`config.mk`:
```
export PLATFORM = sky130hd
export DESIGN_NAME = frpc_key_store
export DESIGN_NICKNAME = d
export VERILOG_FILES = /design/src/rtl/core/frpc_pkg.sv /design/src/rtl/core/frpc_key_store.sv
export SDC_FILE = /design/constraint.sdc
export NUM_CORES = 2
export LEC_CHECK = 0
export ABC_AREA = 1
export BUFFER_PORTS_ARGS = -buffer_cell sky130_fd_sc_hd__buf_2
export CORE_ASPECT_RATIO = 1.75
export CORE_MARGIN = 4
export CORE_UTILIZATION = 55
export CTS_CLUSTER_DIAMETER = 30
export DETAILED_ROUTE_END_ITERATION = 10
export PLACE_DENSITY = 0.7
export SYNTH_ARGS = -nofsm -noshare
export SYNTH_HDL_FRONTEND = slang
export SYNTH_SLANG_ARGS = --single-unit
export TNS_END_PERCENT = 100
```
`constraint.sdc`:
```
create_clock -name clk -period 5.8 [get_ports clk]
set_input_delay 1.16 -clock clk [delete_from_list [all_inputs] [get_ports clk]]
set_output_delay 1.16 -clock clk [all_outputs]
set_load 0.01 [all_outputs]
```
`src/rtl/core/frpc_pkg.sv`:
```
// Shared types and constants for the FIFO ring-pool cache insert block.
package frpc_pkg;

  localparam int KEY_BITS       = 8;
  localparam int KEY_ENTRIES    = 1 << KEY_BITS;
  localparam int SLOT_BITS      = 8;
  localparam int TAG_BITS       = 16;
  localparam int VALUE_BITS     = 32;
  localparam int LEN_BITS       = 9;
  localparam int POOL_SLOTS_DEF = 255;

  localparam logic [LEN_BITS-1:0]  RUN_MAX    = '1;
  localparam logic [SLOT_BITS-1:0] CLEAR_LAST = '1;

  typedef struct packed {
    logic [KEY_BITS-1:0]   put_key;
    logic [TAG_BITS-1:0]   put_tag;
    logic [VALUE_BITS-1:0] put_value;
  } put_t;

  typedef struct packed {
    logic [SLOT_BITS-1:0] written_slot;
    logic                 appended;
    logic [LEN_BITS-1:0]  run_length;
    logic                 evicted_valid;
    logic [KEY_BITS-1:0]  evicted_key;
  } res_t;

  typedef struct packed {
    logic [TAG_BITS-1:0]   tag;
    logic [KEY_BITS-1:0]   key;
    logic                  first;
    logic [LEN_BITS-1:0]   len;
    logic [VALUE_BITS-1:0] value;
  } slot_word_t;

  typedef struct packed {
    logic                 en;
    logic                 we;
    logic [KEY_BITS-1:0]  addr;
    logic [SLOT_BITS-1:0] wdata;
  } kt_req_t;

  typedef struct packed {
    logic                 en;
    logic                 we;
    logic [SLOT_BITS-1:0] addr;
    slot_word_t           wdata;
  } slot_req_t;

endpackage

```
`src/rtl/core/frpc_key_store.sv`:
```
// Key table memory: first slot of each key's run, one port, registered read.
module frpc_key_store (
  input  logic                         clk,
  input  frpc_pkg::kt_req_t            req,
  output logic [frpc_pkg::SLOT_BITS-1:0] rdata
);
  import frpc_pkg::*;

  logic [SLOT_BITS-1:0] mem [0:KEY_ENTRIES-1];

  always_ff @(posedge clk) begin
    if (req.en) begin
      if (req.we) begin
        mem[req.addr] <= req.wdata;
      end else begin
        rdata <= mem[req.addr];
      end
    end
  end

endmodule

```
# Yosys cells after proc, flatten, opt, wreduce, memory -nomap -nowiden
# Memories as Yosys holds them, arrays and structs flattened. A register that Yosys moved wholly into a read port is not among the register bits.
# Cells that the tools add are included.
# word_totals
regBits	0
ramBits	2048
in_bits	19
output_inout_bits	8
wordCells	6
n_memories	1
# mem_list
memory	words	width	rd	rd_clocked_by_memory_dff	write_ports	line_no	source
mem	256	8	1	1	1	frpc_key_store.sv:9	logic [SLOT_BITS-1:0] mem [0:KEY_ENTRIES-1];
# classes
mux	3
n_bitwise	1
n_reduce_logical	1
# op_table
cell	count
two-way mux 1 bit	3
AND reduction 2 bit	1
inverter 1 bit	1

# Logic depth before layout (Yosys ltp)
# depth
depth_word	3
depth_mapped	17

# Least setup slack after synthesis
# Ideal clock, no wire load.
# synth_timing
kind	input -> register
startpoint	input port req[8] (netlist bit)
endpoint	memory mem[97][0], enable pin
setup_time_ns	0.370
arrival_ns	2.715
t_required_ns	5.430
path_slack_ns	2.715
stages	7
path_buffers	5
cell_sequence	buf_2 -> buf_4 -> buf_4 -> clkbuf_1 -> nand4_1 -> clkbuf_1 -> nor2_1
# synth_rtl
element	line_no	source
start: declaration	frpc_key_store.sv:4	input frpc_pkg::kt_req_t req,
end: declaration	frpc_key_store.sv:9	
# Straight into the memory's write port.

# Worst setup path after layout
# layout_timing
startpoint	input port req[9] (netlist bit)
endpoint	memory mem[198][2], enable pin
# Straight into the memory's write port.

==> flow_summary.toml <==
[critical_path]
rr_endpoint = "rdata[4]"
worst-setup-path-type = "input pin to register"
worstPathMaxFanout = 91
r2r_start = "mem[113][4]"
worstSetupStartpointType = "input pin"
reg2reg_slack_ns = 3.09
crit_path_end_kind = "register"
worstRegToRegCells = 12
cp_data_required_time_ns = 6.25
arrival_ns = 4.60

[power]
power_w = 0.0319
p_comb_share_pct = 5.4
clkPwrFrac_pct = 43.4
power_density_nw_per_um2 = 340
switching_share_pct = 22.9
p_leak_nw = 36.9
switchingPower_w = 0.00730
vdd_ir_drop_max_mv = 0.270
seqPwrFrac_pct = 51.3
power.internal_w = 0.0246

[outcome]
run_status = "completed"

[route]
drcViolationCount = 0
drt-initial-drc-count = 5710
wl_per_cell_um = 22.4
firstDrtPassIters = 8
post_drt_via_cell_ratio = 5.60
postRouteAntennaNets = 0
num_vias = 56313
finalWirelength_um = 225000

[job]
cap_violations = 0

[cells_and_area]
fill_cells = 11893
syn2layout_area_growth_pct = 10.7
drive_gt1_share_pct = 6.14
mostFrequentLayoutCells = "nand2_1 (4695), edfxtp_1 (2056), nor2_1 (339), nand3_1 (248), clkbuf_16 (216)"
fin_nets = 7896
final_common_cell = "nand2_1"

[synthesis]
ys_seq_elements = 2056
synthTopCellsByArea = "edfxtp_1 (73%), nand2_1 (21%), nor2_1 (1.5%)"
synthesis.nets = 7979
ys_warn_count = 0
syn_area_um2 = 84800
syn_inst = 7960
seq_area_frac_synth_pct = 72.8
synth_top_area_cell = "edfxtp_1"
synth_cell_types = 14
synth_top_area_share_pct = 72.8
synth_area_per_cell_um2 = 10.7

[die]
row_count = 190
core_um2 = 153000
initial_core_util_pct = 55.3
die_w_um = 305
io_pins = 27
fp.dieArea_um2 = 161000
die_h_um = 528

[sta]
rsz0062_at_grt = "no"
fin_setup_tns_ns = 0
finalHoldViolCount = 0
slew_headroom_pct = 13.8
fin_crit_sh_pct = 71.5
tightestPinTransition_ns = 1.29
setup_violations = 0
clock_skew_ns = 0.0407
fin_crit_ns = 4.15
slew_viol_final = 0
fmax_mhz = 241

[clocking]
tritoncts = "yes"
clock_latency_ns = 0.84
cts_resized = 0
postCtsSetupBuffers = 0
ctsHoldBuffers = 0
cts_root_buffer = "clkbuf_16"
clkSinkCount = 2056
numCtsBuffers = 214
cts_buffer_depth = 4
clk_pin_slew_ns = 0.06
ctsHtreeMaxLevel = 4

[min_path]
hold_path.startpoint = "req[6]"
min_path_type = "input pin to register"
whs_endpoint = "mem[113][6]"
hold_depth = 1

[placed_design]
io_buffers = 26
dp_hpwl_um = 130000
gp_congestion = 0.916

[global_routing]
grt_pass1_vias = 55435
track_usage_pct = 27.6
overflow = 0
grt_start_max_net_pins = 209
grt_antenna_before_repair = 5
grt_pass1_wl_um = 337000
## critical path: stages
cell	delay (ns)
buf_8	0.44
inv_8	0.19
nor2_4	0.18
buf_12	0.39
nand3_2	0.93
buf_4	0.52
nor2_1	0.54
## stage by stage
stage	worst slack (ns)	hold slack (ns)	instance area [µm²]	cells	util [%]
after detailed placement	0.975	0.970	86700	9677	56.6
after global routing	1.57	0.717	93900	10064	61.2
after global placement	1.02	0.971	86700	9677	56.6
after CTS	1.86	0.706	93900	10063	61.2
final	1.65	0.725	93900	10064	61.2
after floorplan	2.72	0.858	84800	7960	-
## layer usage
layer	part of all wire, %	routed length [µm]	track usage (%)	up-vias
met4	7.0	15700	16.8	2
met1	36	80200	33.3	26916
met3	7.6	17000	3.61	681
met5	0.0044	10	0	-
met2	50	112000	47.6	2627
li1	-	-	-	26087
## cell usage after synthesis, drive strengths merged
library cell	instances
nand3	256
nand2	4695
clkinv	2
nor2	345
clkbuf	161
edfxtp	2056
o21ai	128
nand4	40
buf	263
inv	14
## logic make-up (layout without fill, tap and decap cells)
family | Yosys count | in the layout | share of synthesized area [%]
simple gates | 5336 | 5336 | 24.1
flops | 2056 | 2056 | 72.8
buf+inv | 440 | 527 | 2.36
compound gates | 128 | 128 | 0.755
other cells | 0 | 1 | 0
## sequential cells by signal (all words and copies together), names as in the netlist
name and count:
rdata 8, mem 2048
## how the worst max path moves through the flow
stage           start     endpoint  slack, ns  depth (start not counted)
2_1_floorplan  req[8]   mem[97][0]       2.72                          7
3_3_place_gp   req[8]     rdata[7]       1.02                         16
3_5_place_dp   req[8]     rdata[7]       0.97                         16
4_1_cts        req[9]   mem[22][4]       1.86                          7
5_1_grt        req[8]     rdata[4]       1.57                         16
6_report       req[9]  mem[198][2]       1.65                          7
## area by class of cell
type	instances	area [µm²]	area share [%]
Sequential cell	2056	61700	65.7
Tap cell	2016	2520	2.69
Clock inverter	156	1720	1.83
Clock buffer	230	5460	5.81
Multi-Input combinational cell	5464	21200	22.5
Timing Repair Buffer	125	1210	1.29
Inverter	16	85.1	0.0906
Antenna cell	1	2.50	0.00266
## power groups by stage
stage               clock network [W]  logic, W  registers, W
finish                         0.0139   0.00172        0.0164
floorplan                           0  0.000928        0.0167
detailed placement                  0   0.00169        0.0167
global placement                    0   0.00168        0.0167
CTS                            0.0139   0.00170        0.0164
global route                   0.0146   0.00187        0.0164
Power figures use the tool's default switching activity.
