$ cat config.mk
export PLATFORM = sky130hd
export DESIGN_NAME = frpc_seq
export DESIGN_NICKNAME = d
export VERILOG_FILES = /design/src/rtl/core/frpc_pkg.sv /design/src/rtl/core/frpc_seq.sv
export SDC_FILE = /design/constraint.sdc
export NUM_CORES = 1
export LEC_CHECK = 0
export ABC_AREA = 1
export BUFFER_PORTS_ARGS = -buffer_cell sky130_fd_sc_hd__buf_2
export CORE_AREA = 8 8 183 98
export CTS_CLUSTER_DIAMETER = 120
export DETAILED_ROUTE_END_ITERATION = 10
export DIE_AREA = 0 0 191 106
export GPL_ROUTABILITY_DRIVEN = 0
export GPL_TIMING_DRIVEN = 0
export PLACE_DENSITY = 0.82
export SLEW_MARGIN = 10
export SYNTH_ARGS = -nofsm -noshare
export SYNTH_HDL_FRONTEND = slang
export SYNTH_SLANG_ARGS = --single-unit
$ cat constraint.sdc
create_clock -name clk -period 7.3 [get_ports clk]
set_input_delay 0.73 -clock clk [delete_from_list [all_inputs] [get_ports clk]]
set_output_delay 0.73 -clock clk [all_outputs]
set_load 0.005 [all_outputs]
$ cat src/rtl/core/frpc_pkg.sv
// Shared types and constants for the FIFO ring-pool cache insert block.
package frpc_pkg;

  localparam int KEY_BITS       = 8;
  localparam int KEY_ENTRIES    = 1 << KEY_BITS;
  localparam int SLOT_BITS      = 8;
  localparam int TAG_BITS       = 16;
  localparam int VALUE_BITS     = 32;
  localparam int LEN_BITS       = 9;
  localparam int POOL_SLOTS_DEF = 255;

  localparam logic [LEN_BITS-1:0]  RUN_MAX    = '1;
  localparam logic [SLOT_BITS-1:0] CLEAR_LAST = '1;

  typedef struct packed {
    logic [KEY_BITS-1:0]   put_key;
    logic [TAG_BITS-1:0]   put_tag;
    logic [VALUE_BITS-1:0] put_value;
  } put_t;

  typedef struct packed {
    logic [SLOT_BITS-1:0] written_slot;
    logic                 appended;
    logic [LEN_BITS-1:0]  run_length;
    logic                 evicted_valid;
    logic [KEY_BITS-1:0]  evicted_key;
  } res_t;

  typedef struct packed {
    logic [TAG_BITS-1:0]   tag;
    logic [KEY_BITS-1:0]   key;
    logic                  first;
    logic [LEN_BITS-1:0]   len;
    logic [VALUE_BITS-1:0] value;
  } slot_word_t;

  typedef struct packed {
    logic                 en;
    logic                 we;
    logic [KEY_BITS-1:0]  addr;
    logic [SLOT_BITS-1:0] wdata;
  } kt_req_t;

  typedef struct packed {
    logic                 en;
    logic                 we;
    logic [SLOT_BITS-1:0] addr;
    slot_word_t           wdata;
  } slot_req_t;

endpackage

$ cat src/rtl/core/frpc_seq.sv
// Sequencer: clearing pass, dependent reads, update and write-back, result register.
module frpc_seq #(
  parameter int POOL_SLOTS = frpc_pkg::POOL_SLOTS_DEF
) (
  input  logic                           clk,
  input  logic                           rst,
  input  logic                           put_valid,
  output logic                           put_stall,
  input  frpc_pkg::put_t                 put_item,
  output logic                           res_valid,
  input  logic                           res_stall,
  output frpc_pkg::res_t                 res_item,
  output frpc_pkg::kt_req_t              kt_req,
  input  logic [frpc_pkg::SLOT_BITS-1:0] kt_rdata,
  output frpc_pkg::slot_req_t            slot_req,
  input  frpc_pkg::slot_word_t           slot_rdata
);
  import frpc_pkg::*;

  typedef enum logic [2:0] {
    ST_CLEAR,
    ST_IDLE,
    ST_RD1,
    ST_RD2,
    ST_WR
  } state_t;

  localparam logic [SLOT_BITS-1:0] LAST_SLOT = SLOT_BITS'(POOL_SLOTS);
  localparam logic [SLOT_BITS-1:0] FIRST_SLOT = SLOT_BITS'(1);

  state_t               state;
  logic [SLOT_BITS-1:0] wp;
  logic [SLOT_BITS-1:0] clr;
  put_t                 cur;
  logic [SLOT_BITS-1:0] head;
  slot_word_t           hdr_wp;
  logic                 app;
  logic [LEN_BITS-1:0]  len;
  logic                 evict;

  logic                 out_free;
  logic                 app_next;
  logic [LEN_BITS-1:0]  len_next;
  logic                 evict_next;
  logic [SLOT_BITS-1:0] wp_next;
  slot_word_t           head_word;
  slot_word_t           wp_word;

  assign out_free  = !res_valid || !res_stall;
  assign put_stall = (state != ST_IDLE);
  assign wp_next   = (wp >= LAST_SLOT) ? FIRST_SLOT : wp + FIRST_SLOT;

  always_comb begin
    app_next   = (head != '0) && (slot_rdata.tag == cur.put_tag);
    len_next   = LEN_BITS'(1);
    if (app_next) begin
      len_next = (slot_rdata.len == RUN_MAX) ? RUN_MAX : slot_rdata.len + LEN_BITS'(1);
    end
    evict_next = hdr_wp.first && (kt_rdata == wp);

    head_word     = slot_rdata;
    head_word.len = len_next;

    if (app) begin
      wp_word       = hdr_wp;
      wp_word.first = 1'b0;
      wp_word.value = cur.put_value;
      if (head == wp) begin
        wp_word.len = len;
      end
    end else begin
      wp_word.tag   = cur.put_tag;
      wp_word.key   = cur.put_key;
      wp_word.first = 1'b1;
      wp_word.len   = LEN_BITS'(1);
      wp_word.value = cur.put_value;
    end
  end

  always_comb begin
    kt_req   = '0;
    slot_req = '0;
    case (state)
      ST_CLEAR: begin
        kt_req.en     = 1'b1;
        kt_req.we     = 1'b1;
        kt_req.addr   = clr;
        slot_req.en   = 1'b1;
        slot_req.we   = 1'b1;
        slot_req.addr = clr;
      end
      ST_IDLE: begin
        kt_req.en     = put_valid;
        kt_req.addr   = put_item.put_key;
        slot_req.en   = put_valid;
        slot_req.addr = wp;
      end
      ST_RD1: begin
        kt_req.en     = 1'b1;
        kt_req.addr   = slot_rdata.key;
        slot_req.en   = 1'b1;
        slot_req.addr = kt_rdata;
      end
      ST_RD2: begin
        kt_req.en      = evict_next;
        kt_req.we      = 1'b1;
        kt_req.addr    = hdr_wp.key;
        slot_req.en    = app_next;
        slot_req.we    = 1'b1;
        slot_req.addr  = head;
        slot_req.wdata = head_word;
      end
      ST_WR: begin
        kt_req.en      = out_free && !app;
        kt_req.we      = 1'b1;
        kt_req.addr    = cur.put_key;
        kt_req.wdata   = wp;
        slot_req.en    = out_free;
        slot_req.we    = 1'b1;
        slot_req.addr  = wp;
        slot_req.wdata = wp_word;
      end
      default: begin
        kt_req   = '0;
        slot_req = '0;
      end
    endcase
  end

  always_ff @(posedge clk) begin
    if (rst) begin
      state     <= ST_CLEAR;
      clr       <= '0;
      wp        <= FIRST_SLOT;
      res_valid <= 1'b0;
    end else begin
      if (res_valid && !res_stall && state != ST_WR) begin
        res_valid <= 1'b0;
      end
      case (state)
        ST_CLEAR: begin
          clr <= clr + SLOT_BITS'(1);
          if (clr == CLEAR_LAST) begin
            state <= ST_IDLE;
          end
        end
        ST_IDLE: begin
          if (put_valid) begin
            cur   <= put_item;
            state <= ST_RD1;
          end
        end
        ST_RD1: begin
          head   <= kt_rdata;
          hdr_wp <= slot_rdata;
          state  <= ST_RD2;
        end
        ST_RD2: begin
          app   <= app_next;
          len   <= len_next;
          evict <= evict_next;
          state <= ST_WR;
        end
        ST_WR: begin
          if (out_free) begin
            res_valid              <= 1'b1;
            res_item.written_slot  <= wp;
            res_item.appended      <= app;
            res_item.run_length    <= len;
            res_item.evicted_valid <= evict;
            res_item.evicted_key   <= evict ? hdr_wp.key : '0;
            wp                     <= wp_next;
            state                  <= ST_IDLE;
          end
        end
        default: begin
          state <= ST_IDLE;
        end
      endcase
    end
  end

endmodule

* After elaboration in Yosys (flattened, before gate mapping)
Index checks and enable logic that the tools add are counted.
Widths: inputs -> output; s select.
** Cells by class
- $add $sub $neg :: 3
- Multiply operators :: 0
- Div/mod/pow operators :: 0
- Magnitude comparators :: 1
- Equality and inequality tests :: 14
- Shift operators :: 0
- Muxes and demuxes :: 19
- Bitwise logic cells :: 1
- Reduce and logical (&&, ||, !) cells :: 20
** Operators with widths (count)
- $pmux 66 s2 :: 1
- $mux 66 :: 1
- $pmux 8 s5 :: 1
- $pmux 8 s4 :: 1
- $mux 9 :: 3
- $add 8x1->8 const B :: 2
- $eq 16x16->1 :: 1
- $eq 8x8->1 :: 2
- $mux 8 :: 2
- $pmux 3 s5 :: 1
- $add 9x1->9 const B :: 1
- $eq 9x9->1 const B :: 1
- $mux 3 :: 3
- $reduce_and 3->1 :: 3
- $eq 8x8->1 const B :: 1
- $ge 8x8->1 const B :: 1
- $pmux 1 s4 :: 2
- $reduce_bool 8->1 :: 1
- $eq 3x2->1 const B :: 2
- $ne 2x2->1 const B :: 3
- $reduce_and 2->1 :: 3
- $logic_and 1x1->1 :: 5
- $mux 1 :: 4
- $reduce_or 2->1 :: 2
- 9 further kinds :: 11
** Word-level totals
- Flip-flop bits (word level) :: 156
- Bits in latches :: 0
- RAM bits :: 0
- Bits in read-only memories :: 0
- Input bits :: 134
- Memories :: 0

* Depth between registers and ports, before layout
Gate-level depths: netlist of the first run.
- Depth in word-level cells :: 6
- Gate-level depth with buffers :: 11
- Depth with buffers taken out :: 10

* Worst setup path before layout of the first run
No wires, ideal clock.
- Path kind :: input to register
- Start :: input port rst
- End :: register cur[0] (netlist name), enable pin
- Library setup time :: 539 ps
- Arrival time :: 4811 ps
- Setup slack :: 1951 ps
- Stages on the path :: 2
- Path buffers :: 1
- Cell sequence :: clkbuf_1 nor3_1
** On the way
- Longest elaborated chain between the ends :: 2
** RTL lines
- start: declaration :: line frpc_seq.sv:6 : input logic rst,
- $not 1->1 (no source line)
- $reduce_and 3->1 (no source line)
- end signal: assignment :: line frpc_seq.sv:149 : cur <= put_item;
- end: declaration :: line frpc_seq.sv:34 : put_t cur;
Every way passes these cells.
A chain may end at the register's enable or synchronous reset.

==> flow_summary.rst, run 1 <==
.. list-table::
   :header-rows: 1

   * - Metric
     - Value
   * - Result of the run
     - finished, final reports clean
   * - Post-Synthesis Net Count
     - 937
   * - Number of synthesized flops with an enable pin
     - 136
   * - Ranking of synthesized cells by area
     - edfxtp_1, nand2_1, inv_1
   * - Class of the worst hold path
     - flop to flop
   * - Normalized max-slew margin
     - 35.92%
   * - Biggest area consumer among synthesized cells
     - edfxtp_1
   * - Number of core rows
     - 33
   * - End point of the critical path
     - slot_req[47]
   * - Count of state elements after synthesis
     - 156
   * - R2r worst-path depth
     - 7
   * - Number of antenna violations at the first check in global routing
     - 1
   * - Total gr overflow
     - 0
   * - Total count of max-transition violations in the final report
     - 0
   * - Initial core utilization
     - 48.81%
   * - Relative contribution of combinational cells to total power
     - 4.7%
   * - Area grow syn2layout
     - 28.96%
   * - 1st-iter DRT viols
     - 771
   * - Vias in the first global route
     - 6879
   * - Routed wire length
     - 26.16 mm
   * - Post-Synthesis Cell Area
     - 7639 sq um
   * - Wirelength per Cell
     - 20.04 um
   * - Sequential-to-total area share from yosys stat
     - 58.71%
   * - Gr usage total
     - 24.99%
   * - Leading cell type by number of instances after synthesis
     - nand2_1
   * - Int Pwr
     - 1.449 mW
   * - Net switching power figure
     - 0.4378 mW
   * - Cell count after synthesis
     - 800
   * - Input/output buffers
     - 255
   * - Post-route DRC
     - 0
   * - Critical path origin
     - app
   * - Worst-skew pair later-pin latency
     - 0.41 ns
   * - Tcrit/Tclk final
     - 44.70%
   * - Die ar.
     - 20250 sq um
   * - Count of H-tree levels built during CTS
     - 4
   * - Maximum vdd drop
     - 0.1330 mV
   * - Clock tree from TritonCTS
     - built
   * - Leakage power of the design
     - 4.567 nW
   * - Post-cts gate resize count
     - 0
   * - Capture point of the worst reg-to-reg path
     - cur[21]
   * - Arrival time at the worst endpoint
     - 2.53 ns
   * - Power Density
     - 191.6 nW/um^2
   * - Share of flip-flops with an asynchronous set or reset
     - 0%
   * - Largest net degree at the start of global routing
     - 28
   * - Final setup violation count
     - 0
   * - Core area
     - 15650 sq um
   * - Length of the first detailed-routing pass in iterations
     - 5
   * - Sw frac
     - 23.20%
   * - Top post-synthesis cells by count
     - nand2_1, edfxtp_1, inv_1, nor2_1, nand3_1
   * - Net count, final
     - 1219
   * - Number of hold violations in the final report
     - 0
   * - Num Clock Sinks
     - 156
   * - Critical path type
     - flop to output port
   * - Global-route wire length before repair
     - 39.35 mm
   * - Share of post-route cells with drive strength above 1
     - 30.32%
   * - Number of different library cells in the post-synthesis netlist
     - 41
   * - Overall die height
     - 106 um
   * - Post-CTS repair timing setup buffer count
     - 0
   * - Inserted Clock Buffers
     - 17
   * - Largest fanout of any net on the critical path
     - 10
   * - Required @ worst endpoint
     - 6.57 ns
   * - Launch instance of the worst register-to-register path
     - state[0]
   * - Syn avg cell area
     - 9.548 sq um
   * - Sequential cell fraction of total power
     - 51.2%
   * - Via total after detailed routing
     - 7146
   * - Setup clock skew after layout
     - 0.01191 ns
   * - Utilization after layout
     - 62.95%
   * - Ratio of routed vias to standard cells
     - 5.476
   * - Max-cap violations
     - 0
   * - Antenna diode instance count
     - 0
   * - Area share of the largest cell type after synthesis
     - 53.46%
   * - Setup slack of the most critical reg-to-reg path
     - 4.56 ns
   * - Min Clock Period, post-route
     - 3.263 ns
   * - Most used DFF post-synth
     - edfxtp_1
   * - Clock transition at path regs
     - 0.07 ns
   * - IO Count
     - 257
   * - Warning count from the yosys run
     - 0
   * - Post-route cell area
     - 9851 sq um
   * - Post-route antenna net violation count
     - 0
   * - Share of total power in the clock network
     - 44.1%
   * - Cell at the root of the clock tree
     - clkbuf_16
   * - Die W
     - 191 um
   * - Slew @ Worst Pin
     - 0.9577 ns
   * - Critical path startpoint category
     - flop
   * - Final-layout worst hold slack
     - 0.4294 ns
   * - Placed cell areas
     - 9310 sq um
   * - HPWL Detailed
     - 20.48 mm
   * - Total Power
     - 1.887 mW
   * - RSZ-0062 raised after global routing
     - no
   * - Maximum number of buffers from clock root to sink
     - 2
   * - Maximum achievable frequency
     - 306.5 MHz
   * - Type of destination of the critical path
     - output port
   * - Cts hold-fix bufs
     - 0
-- power groups by stage --
| stage | logic [mW] | clock network (mW) | registers [mW] |
|---|---|---|---|
| 2_1_floorplan | 0.0296 | 0 | 0.986 |
| 3_3_place_gp | 0.0811 | 0 | 0.986 |
| 3_5_place_dp | 0.0858 | 0 | 0.986 |
| 4_1_cts | 0.0864 | 0.847 | 0.966 |
| 5_1_grt | 0.0970 | 0.880 | 0.966 |
| 6_report | 0.0881 | 0.832 | 0.966 |
-- per-stage QoR --
stage / cells / setup slack [ns] / setup TNS, ns
after floorplan: 800 / 1.951 / 0
after global placement: 1265 / -0.5558 / -30.64
after detailed placement: 1273 / 4.201 / 0
after CTS: 1305 / 4.082 / 0
after global routing: 1305 / 3.890 / 0
final: 1305 / 4.037 / 0
-- registers in the layout, summed over array words and instances (netlist names) --
register and count:
state 3, cur 56, res_valid 1, evict 1
clr 8, app 1, len 9, head 8
wp 8, res_item 27, hdr_wp 34
-- layout by cell type, fill, tap and decap left out, types with 4 or more instances in the layout --
master	Yosys	routed
a21oi_1	25	25
a22o_1	32	32
buf_2	13	268
buf_4	2	7
clkbuf_1	9	11
clkbuf_16	0	17
clkinvlp_4	0	4
dfxtp_1	20	20
edfxtp_1	136	136
inv_1	114	114
inv_2	5	5
inv_6	0	6
nand2_1	204	204
nand2_2	4	4
nand3_1	40	40
nand3b_1	10	10
nand4_1	16	16
nor2_1	68	66
nor2_2	4	4
nor2_4	3	5
nor3_1	5	4
o21ai_0	20	20
o221ai_1	17	17
o22ai_1	9	9
xnor2_1	11	11
xor2_1	7	7
-- per-layer routing --
metal  global-route usage (%)  part of all wire, %
met3                    8.660                   13
met2                    35.10                   42
met5                        0                0.050
met1                    36.93                   43
met4                    4.240                 0.96
-- cells by family after synthesis --
group | Yosys count | share of synthesized area, %
xor+xnor | 18 | 2.064
fa+ha+maj | 3 | 0.4915
compound gates | 116 | 10.60
simple gates | 360 | 20.51
buf+inv | 147 | 7.633
flops | 156 | 58.71
-- area by class of cell --
cell class | count | area [sq um]
Buffer | 26 | 128.9
Tap cell | 210 | 262.8
Multi-Input combinational cell | 497 | 2591
Fill cell | 1346 | 5798
Sequential cell | 156 | 4484
Timing Repair Buffer | 263 | 1389
Clock inverter | 13 | 107.6
Clock buffer | 19 | 432.9
Inverter | 121 | 454.2
-- critical path, cell delays in order, from the launching register on --
cell,delay [ns]
edfxtp_1,0.37
clkinv_1,0.42
nor2_2,0.47
inv_1,0.34
nand2_1,0.13
o21ai_0,0.08
o21ai_0,0.14
buf_2,0.18
-- worst min path at each step --
| stage | endpoint | cells after the start | startpoint |
|---|---|---|---|
| 6_report | res_item[25] | 0 | wp[6] |
| 5_1_grt | res_item[25] | 0 | wp[6] |
| 4_1_cts | res_item[25] | 0 | wp[6] |
| 3_5_place_dp | res_item[22] | 0 | wp[3] |
| 3_3_place_gp | res_item[22] | 0 | wp[3] |
| 2_1_floorplan | res_item[22] | 0 | wp[3] |
(Power assumes the default switching activity.)
==> run 2: changes to the inputs <==
Settings changed: CORE_AREA 8 8 183 98 to 8 8 192 103, DIE_AREA 0 0 191 106 to 0 0 200 111, PLACE_DENSITY 0.82 to 0.78.
Clock period 7.3 ns to 2.7 ns, I/O delays scaled along.
==> run 2 against run 1 <==
Effect of this change: sequential cell count did not move; cell area rose by 0.66%; largest cell class unchanged; register-to-register slack got worse by 4.3 ns; cell count rose by 1.8%; critical path depth rose by 1.
==> flow_summary.rst, run 2 (synthesized netlist as in run 1, its figures left out) <==
.. list-table::
   :header-rows: 1

   * - Metric
     - Value
   * - R2r worst-path depth
     - 5
   * - Biggest registers after layout
     - cur x56, hdr_wp x34, res_item x27
   * - Number of core rows
     - 34
   * - Summed negative setup slack over all endpoints
     - 0 ns
   * - Launch instance of the worst register-to-register path
     - state[0]
   * - Length of the first detailed-routing pass in iterations
     - 5
   * - Inserted Clock Buffers
     - 17
   * - Required @ worst endpoint
     - 2.43 ns
   * - Tcrit/Tclk final
     - 93.83%
   * - Core area
     - 16970 sq um
   * - Total count of max-transition violations in the final report
     - 0
   * - Filler Cells Inserted
     - 1490
   * - Net count, final
     - 1217
   * - Most frequent standard cell in the layout excluding fill and tap cells
     - buf_2
   * - Total gr overflow
     - 0
   * - Slowest stage cell on the critical path
     - dfxtp_1
   * - Terminating pin of the worst hold path
     - cur[23]
   * - Via total after detailed routing
     - 6990
   * - Highest-count cells in the layout ignoring fill and taps
     - buf_2, nand2_1, edfxtp_1
   * - Power Density
     - 512.2 nW/um^2
   * - Normalized max-slew margin
     - 30.92%
   * - Area grow syn2layout
     - 29.81%
   * - Vias in the first global route
     - 6899
   * - Worst Hold Launch
     - put_item[23]
   * - Int Pwr
     - 3.970 mW
   * - Gr usage total
     - 23.19%
   * - Sw frac
     - 21.83%
   * - Share of total power in the clock network
     - 43.8%
   * - Sequential cell fraction of total power
     - 51.5%
   * - Overall die height
     - 111 um
   * - Biggest register
     - cur
   * - Num Clock Sinks
     - 156
   * - Routed wire length
     - 26.45 mm
   * - RSZ-0062 raised after global routing
     - no
   * - Total Power
     - 5.079 mW
   * - Post-route antenna net violation count
     - 0
   * - Worst-skew pair later-pin latency
     - 0.41 ns
   * - Number of antenna violations at the first check in global routing
     - 3
   * - Number of standard cells in the final layout excluding fillers
     - 1328
   * - Share of post-route cells with drive strength above 1
     - 30.47%
   * - Result of the run
     - finished, final reports clean
   * - Relative contribution of combinational cells to total power
     - 4.7%
   * - Critical path startpoint category
     - flop
   * - Post-CTS repair timing setup buffer count
     - 0
   * - IO Count
     - 257
   * - Arrival time at the worst endpoint
     - 2.26 ns
   * - Slew @ Worst Pin
     - 1.036 ns
   * - GR met2 Demand/Resource
     - 32.94%
   * - Utilization after layout
     - 58.42%
   * - GR Util met1
     - 32.39%
   * - Initial core utilization
     - 45.00%
   * - Global-route wire length before repair
     - 39.32 mm
   * - Post-route DRC
     - 0
   * - Maximum achievable frequency
     - 394.7 MHz
   * - Setup slack of the most critical reg-to-reg path
     - 0.24 ns
   * - Placed cell count
     - 1295
   * - Die W
     - 200 um
   * - Clock tree from TritonCTS
     - built
   * - Placed cell areas
     - 9354 sq um
   * - Count of H-tree levels built during CTS
     - 4
   * - Cell Chain, Critical Path
     - inv_1 > nor2_2 > nand2_2 > inv_2 > buf_2 > nand4_1 > nand2_1 > buf_2
   * - Class of the worst hold path
     - input port to flop
   * - Capture point of the worst reg-to-reg path
     - len[7]
   * - Die ar.
     - 22200 sq um
   * - Leakage power of the design
     - 4.572 nW
   * - Type of destination of the critical path
     - output port
   * - Largest fanout of any net on the critical path
     - 10
   * - Number of hold violations in the final report
     - 0
   * - Met3 Usage GRT
     - 9.606%
   * - Routing layer with the top usage in global route
     - met2
   * - Min Clock Period, post-route
     - 2.534 ns
   * - Net switching power figure
     - 1.109 mW
   * - Ratio of routed vias to standard cells
     - 5.264
   * - Setup clock skew after layout
     - 0.01283 ns
   * - Clock transition at path regs
     - 0.07 ns
   * - Maximum vdd drop
     - 0.3716 mV
   * - 1st-iter DRT viols
     - 691
   * - Critical path type
     - flop to output port
   * - Input/output buffers
     - 255
   * - Most used cell along the critical path
     - buf_2
   * - Post-route cell area
     - 9916 sq um
   * - Maximum number of buffers from clock root to sink
     - 2
   * - Hold Crit Depth
     - 1
   * - Cell at the root of the clock tree
     - clkbuf_16
   * - Max-cap violations
     - 0
   * - Max reg flops
     - 56
   * - Wirelength per Cell
     - 19.91 um
   * - Maximum cell stage delay along the critical path
     - 0.44 ns
   * - HPWL Detailed
     - 20.74 mm
   * - Final setup violation count
     - 0
   * - Largest net degree at the start of global routing
     - 26
[run 2: worst max-delay path: cells and delay by family, from the launching register on]
family / cells / cell delay, ns
flip-flops: 1 / 0.44
AND/OR/NAND/NOR: 4 / 0.70
buffers and inverters: 4 / 0.72
[run 2: layout make-up]
class | instances | area (sq um) | area share [%]
timing repair buffer | 261 | 1396 | 14.08
inverter | 121 | 455.4 | 4.593
clock buffer | 22 | 475.5 | 4.795
buffer | 26 | 130.1 | 1.312
tap | 234 | 292.8 | 2.953
sequential | 156 | 4484 | 45.22
clock inverter | 10 | 66.31 | 0.6688
antenna | 1 | 2.502 | 0.02524
multi-input combinational | 497 | 2613 | 26.35
[run 2: how the worst max path moves through the flow]
stage | from | end | slack [ns] | cells after the start
final | state[0] | slot_req[33] | 0.17 | 8
after global routing | state[0] | slot_req[38] | 0.03 | 8
after CTS | state[2] | slot_req[74] | 0.04 | 6
after detailed placement | state[0] | len[0] | 0.19 | 5
after global placement | state[0] | res_item[0] | -0.70 | 5
after floorplan | state[0] | cur[0] | 0.18 | 4
[run 2: timing repair]
item                       4_1_cts  5_1_grt
setup endpoints to repair       15       22
hold buffers                     0        0
gates resized for setup          2        5
[run 2: routing by layer]
layer	part of all wire (%)	vias up
met2	42	379
met5	0.068	-
met3	12	24
met4	0.68	4
met1	45	3300
li1	-	3283
[run 2: metrics by stage]
stage	hold WS, ns	setup slack, ns
finish	0.03177	0.1665
global placement	0.4075	-0.7026
floorplan	0.3689	0.1835
global route	0.003735	0.03459
CTS	0.01109	0.03666
detailed placement	0.4112	0.1942
[run 2: power by group through the flow]
stage / registers, mW / logic (mW) / clock network (mW)
CTS: 2.61 / 0.235 / 2.26
global placement: 2.67 / 0.224 / 0
global route: 2.61 / 0.264 / 2.35
finish: 2.61 / 0.241 / 2.22
detailed placement: 2.67 / 0.233 / 0
floorplan: 2.67 / 0.0810 / 0
